$ cat config.mk
export PLATFORM = sky130hd
export DESIGN_NAME = lac_cell
export DESIGN_NICKNAME = d
export VERILOG_FILES = /design/src/design/lac_pkg.sv /design/src/design/lac_cell.sv
export SDC_FILE = /design/constraint.sdc
export NUM_CORES = 1
export LEC_CHECK = 0
export ABC_AREA = 0
export BUFFER_PORTS_ARGS = -buffer_cell sky130_fd_sc_hd__buf_2
export CAP_MARGIN = 20
export CORE_MARGIN = 5
export CORE_UTILIZATION = 42
export CTS_BUF_LIST = sky130_fd_sc_hd__clkbuf_4 sky130_fd_sc_hd__clkbuf_8 sky130_fd_sc_hd__clkbuf_16
export CTS_CLUSTER_DIAMETER = 150
export DETAILED_ROUTE_END_ITERATION = 10
export HOLD_SLACK_MARGIN = 0.03
export PLACE_DENSITY = 0.9
export SLEW_MARGIN = 20
export SYNTH_ARGS = -nofsm -noshare
export SYNTH_HDL_FRONTEND = slang
export SYNTH_SLANG_ARGS = --single-unit
$ cat constraint.sdc
create_clock -name clk -period 1.95 [get_ports clk]
set_input_delay 0.2925 -clock clk [delete_from_list [all_inputs] [get_ports clk]]
set_output_delay 0.2925 -clock clk [all_outputs]
set_load 0.05 [all_outputs]
$ cat src/design/lac_pkg.sv
package lac_pkg;

	localparam int LAG_W  = 7;
	localparam int CORR_W = 16;
	localparam int STAT_W = 2;

	localparam logic [STAT_W-1:0] ST_OK      = 2'd0;
	localparam logic [STAT_W-1:0] ST_FEW     = 2'd1;
	localparam logic [STAT_W-1:0] ST_ZVAR    = 2'd2;
	localparam logic [STAT_W-1:0] ST_DROPPED = 2'd3;

	typedef enum logic [8:0] {
		S_IDLE   = 9'b000000001,
		S_LAGI   = 9'b000000010,
		S_DOT    = 9'b000000100,
		S_REWIND = 9'b000001000,
		S_VMUL   = 9'b000010000,
		S_RT     = 9'b000100000,
		S_WMUL   = 9'b001000000,
		S_EMIT   = 9'b010000000,
		S_FEW    = 9'b100000000
	} state_t;

	typedef struct packed {
		logic shift;
		logic load;
	} cell_ctl_t;

endpackage

$ cat src/design/lac_cell.sv
module lac_cell #(
	parameter int W = 16
) (
	input  logic                clk,
	input  lac_pkg::cell_ctl_t  ctl,
	input  logic signed [W-1:0] load_val,
	input  logic signed [W-1:0] prev_val,
	output logic signed [W-1:0] val
);
	import lac_pkg::*;

	logic signed [W-1:0] val_q;

	always_ff @(posedge clk) begin
		if (ctl.load) begin
			val_q <= load_val;
		end else if (ctl.shift) begin
			val_q <= prev_val;
		end
	end

	assign val = val_q;
endmodule

==> results.rst <==
.. list-table::
   :header-rows: 1

   * - Metric
     - Value
   * - Part of the Yosys area used for sequential elements
     - around 66%
   * - DRC
     - 0
   * - Share of cells above drive strength 1
     - 79.8%
   * - Total grt overflow
     - 0
   * - Worst path arrival time
     - just under 0.9 ns
   * - Post-Syn Nets
     - 70
   * - Die area
     - approximately 2700 um2
   * - Post-cts resize count
     - 0
   * - Area growth syn-to-layout
     - 38.5%
   * - Maximum achievable frequency
     - roughly 0.85 GHz
   * - Total number of vias
     - between 500 and 600
   * - CTS H-tree depth
     - 1
   * - Clock tree buffer depth
     - 2
   * - Time the final worst path needs with I/O delays and setup
     - roughly 1.2 ns
   * - Synthesized area per cell
     - 20.9 um2
   * - Number of buffers inserted by port buffering
     - 50
   * - Top-level port count
     - between 50 and 60
   * - Total of warnings raised by yosys
     - 0
   * - Biggest cell delay along the critical path
     - approximately 0.38 ns
   * - Leading cell types in the layout, fill and taps excluded
     - sky130_fd_sc_hd__buf_2, sky130_fd_sc_hd__edfxtp_1, sky130_fd_sc_hd__mux2_4
   * - Worst Path Max Fanout
     - 1
   * - Post-detailed-route wirelength per cell
     - 14.0 um
   * - Fin. max-slew vios
     - 0
   * - Status
     - completed
   * - # placed instances
     - between 100 and 150
   * - GR Util All Layers
     - about 11%
   * - Number of global-route vias before repair
     - ~520
   * - Total power per unit cell area
     - between 800 and 900 nW/um2
   * - Number of non-filler instances in the completed layout
     - about 110
   * - NetSw
     - between 200 and 300 uW
   * - Sum of negative setup slack
     - 0 ns
   * - Synthesized instance count
     - 35
   * - Largest register FFs
     - 16
   * - Post-CTS Hold Buffers
     - 0
   * - Antenna violations before repair
     - 0
   * - Count of cell types in the netlist
     - 6
   * - TritonCTS clock tree
     - done
   * - Clk root buf
     - sky130_fd_sc_hd__clkbuf_4
   * - Fill cell instance count of the final layout
     - ~130
   * - Final setup violation count
     - 0
   * - Post-CTS setup buffer count
     - 0
   * - Die height
     - between 50 and 60 um
   * - Type of element capturing the critical path
     - output port
   * - Worst path depth
     - 1
   * - Total cell area at the placement stage
     - 987 um2
   * - Static Leakage
     - just under 0.0005 uW
   * - Post-synthesis cell area
     - approximately 730 um2
   * - Post-layout net count
     - between 100 and 150
   * - Register clock-pin slew on the reported worst setup and hold paths
     - about 0.090 ns
   * - Worst hold slack
     - 0.306 ns
   * - Fin crit share
     - between 60% and 70%
   * - Flop pwr share
     - roughly half
   * - Critical-path cell list
     - buf_2
   * - Post-detailed-route count of antenna-violating nets
     - 0
   * - Combinational share of power
     - 30.1%
   * - Routability Congestion
     - 0.647
   * - Internal power consumption
     - 578 uW
   * - Sort of element at the start of the critical path
     - flop
   * - Starting utilization of the core area
     - a little over two fifths
   * - Required time of the critical path
     - around 1.7 ns
   * - Number of detailed-route iterations in the first pass
     - 3
   * - Clock sink count
     - 16
   * - Maximum ir drop on the vdd rail
     - 318 uV
   * - Via density per instance
     - ~4.8
   * - Pin count of the biggest net entering global routing
     - 11
   * - Overall die width
     - 51.7 um
   * - Count of max-cap constraint violations
     - 0
   * - First-pass GRT wire length
     - between 2000 and 2500 um
   * - Core Area
     - approximately 1700 um2
   * - Total of flip-flops plus latches after synthesis
     - 16
   * - Family of cells with the greatest summed delay on the critical path
     - flip-flops
   * - Commonest non-fill, non-tap cell in the layout
     - sky130_fd_sc_hd__buf_2
   * - Worst Tran Pin Value
     - between 0.2 and 0.3 ns
   * - Final count of hold timing violations
     - 0
   * - Share of the core filled with cells in the final layout
     - between 60% and 70%
   * - First DRT Iteration DRCs
     - 1
   * - Slowest cell on the critical path
     - sky130_fd_sc_hd__edfxtp_1
   * - Power share of the clock group
     - 19.8%
   * - RSZ-0062 raised after global routing
     - false
   * - Worst Hold Depth
     - 2
   * - Detailed Route WL
     - 1490 um
   * - Buf/Inv on CP
     - 1
   * - Antenna diodes
     - 0
   * - Worst slew slack as a fraction of its limit
     - roughly 83%
   * - Row cnt
     - 15
   * - Net switching share of the total power
     - 32.5%
   * - Critical path type
     - flop to output port
   * - Post-route standard cell area excluding fillers
     - 1010 um2
   * - TritonCTS Buffers
     - 3
   * - Path type of the worst min-delay path
     - input pin to flop
==> metal layers <==
layer  vias to the layer above  routed length [um]  global-route usage (%)
li1                        243                   -                       -
met1                       233                 458                    10.1
met2                        28                 856                    21.0
met3                         4                 131                    1.43
met4                         0                  42                    10.5
met5                         -                   0                       0
==> area by class of cell <==
type / instances / area (um2) / share of cell area [%]
flip-flops and latches: 16 / 480 / 47.4
clock buffers: 3 / 22.5 / 2.22
repair buffers: 52 / 265 / 26.2
clock inverters: 1 / 3.75 / 0.370
multi-input cells: 17 / 220 / 21.7
well taps: 17 / 21.3 / 2.10
==> final timing paths <==
check / from / to / slack (ns)
setup / recovery: val[7] / val[7] / 0.78
hold / removal: prev_val[9] / val[9] / 0.31
==> power groups by stage <==
stage                     registers, uW  clock network (uW)  logic (uW)
after floorplan                     575                   0        53.6
after global placement              437                   0         255
after detailed placement            438                   0         260
after CTS                           431                 176         260
after global routing                433                 199         268
final                               430                 170         258
==> synth_stat cells <==
library cell	number	area [um2]
sky130_fd_sc_hd__buf_12	1	20.0
sky130_fd_sc_hd__buf_6	1	11.3
sky130_fd_sc_hd__mux2_4	9	135
sky130_fd_sc_hd__or2_1	1	6.26
sky130_fd_sc_hd__mux2_2	7	78.8
sky130_fd_sc_hd__edfxtp_1	16	480
==> cell families (layout without fill, tap and decap cells) <==
| group | count (synthesis) | in the layout | share of synthesized area (%) |
|---|---|---|---|
| buf+inv | 2 | 56 | 4.27 |
| flops | 16 | 16 | 65.6 |
| mux | 16 | 16 | 29.2 |
| simple gates | 1 | 1 | 0.855 |
==> stage by stage <==
step	total power [uW]	setup slack, ns
floorplan	629	0.616
global placement	693	0.649
detailed placement	698	0.608
CTS	867	0.759
global route	900	0.724
finish	857	0.776
No activity file was read; power rests on OpenSTA's default activity.
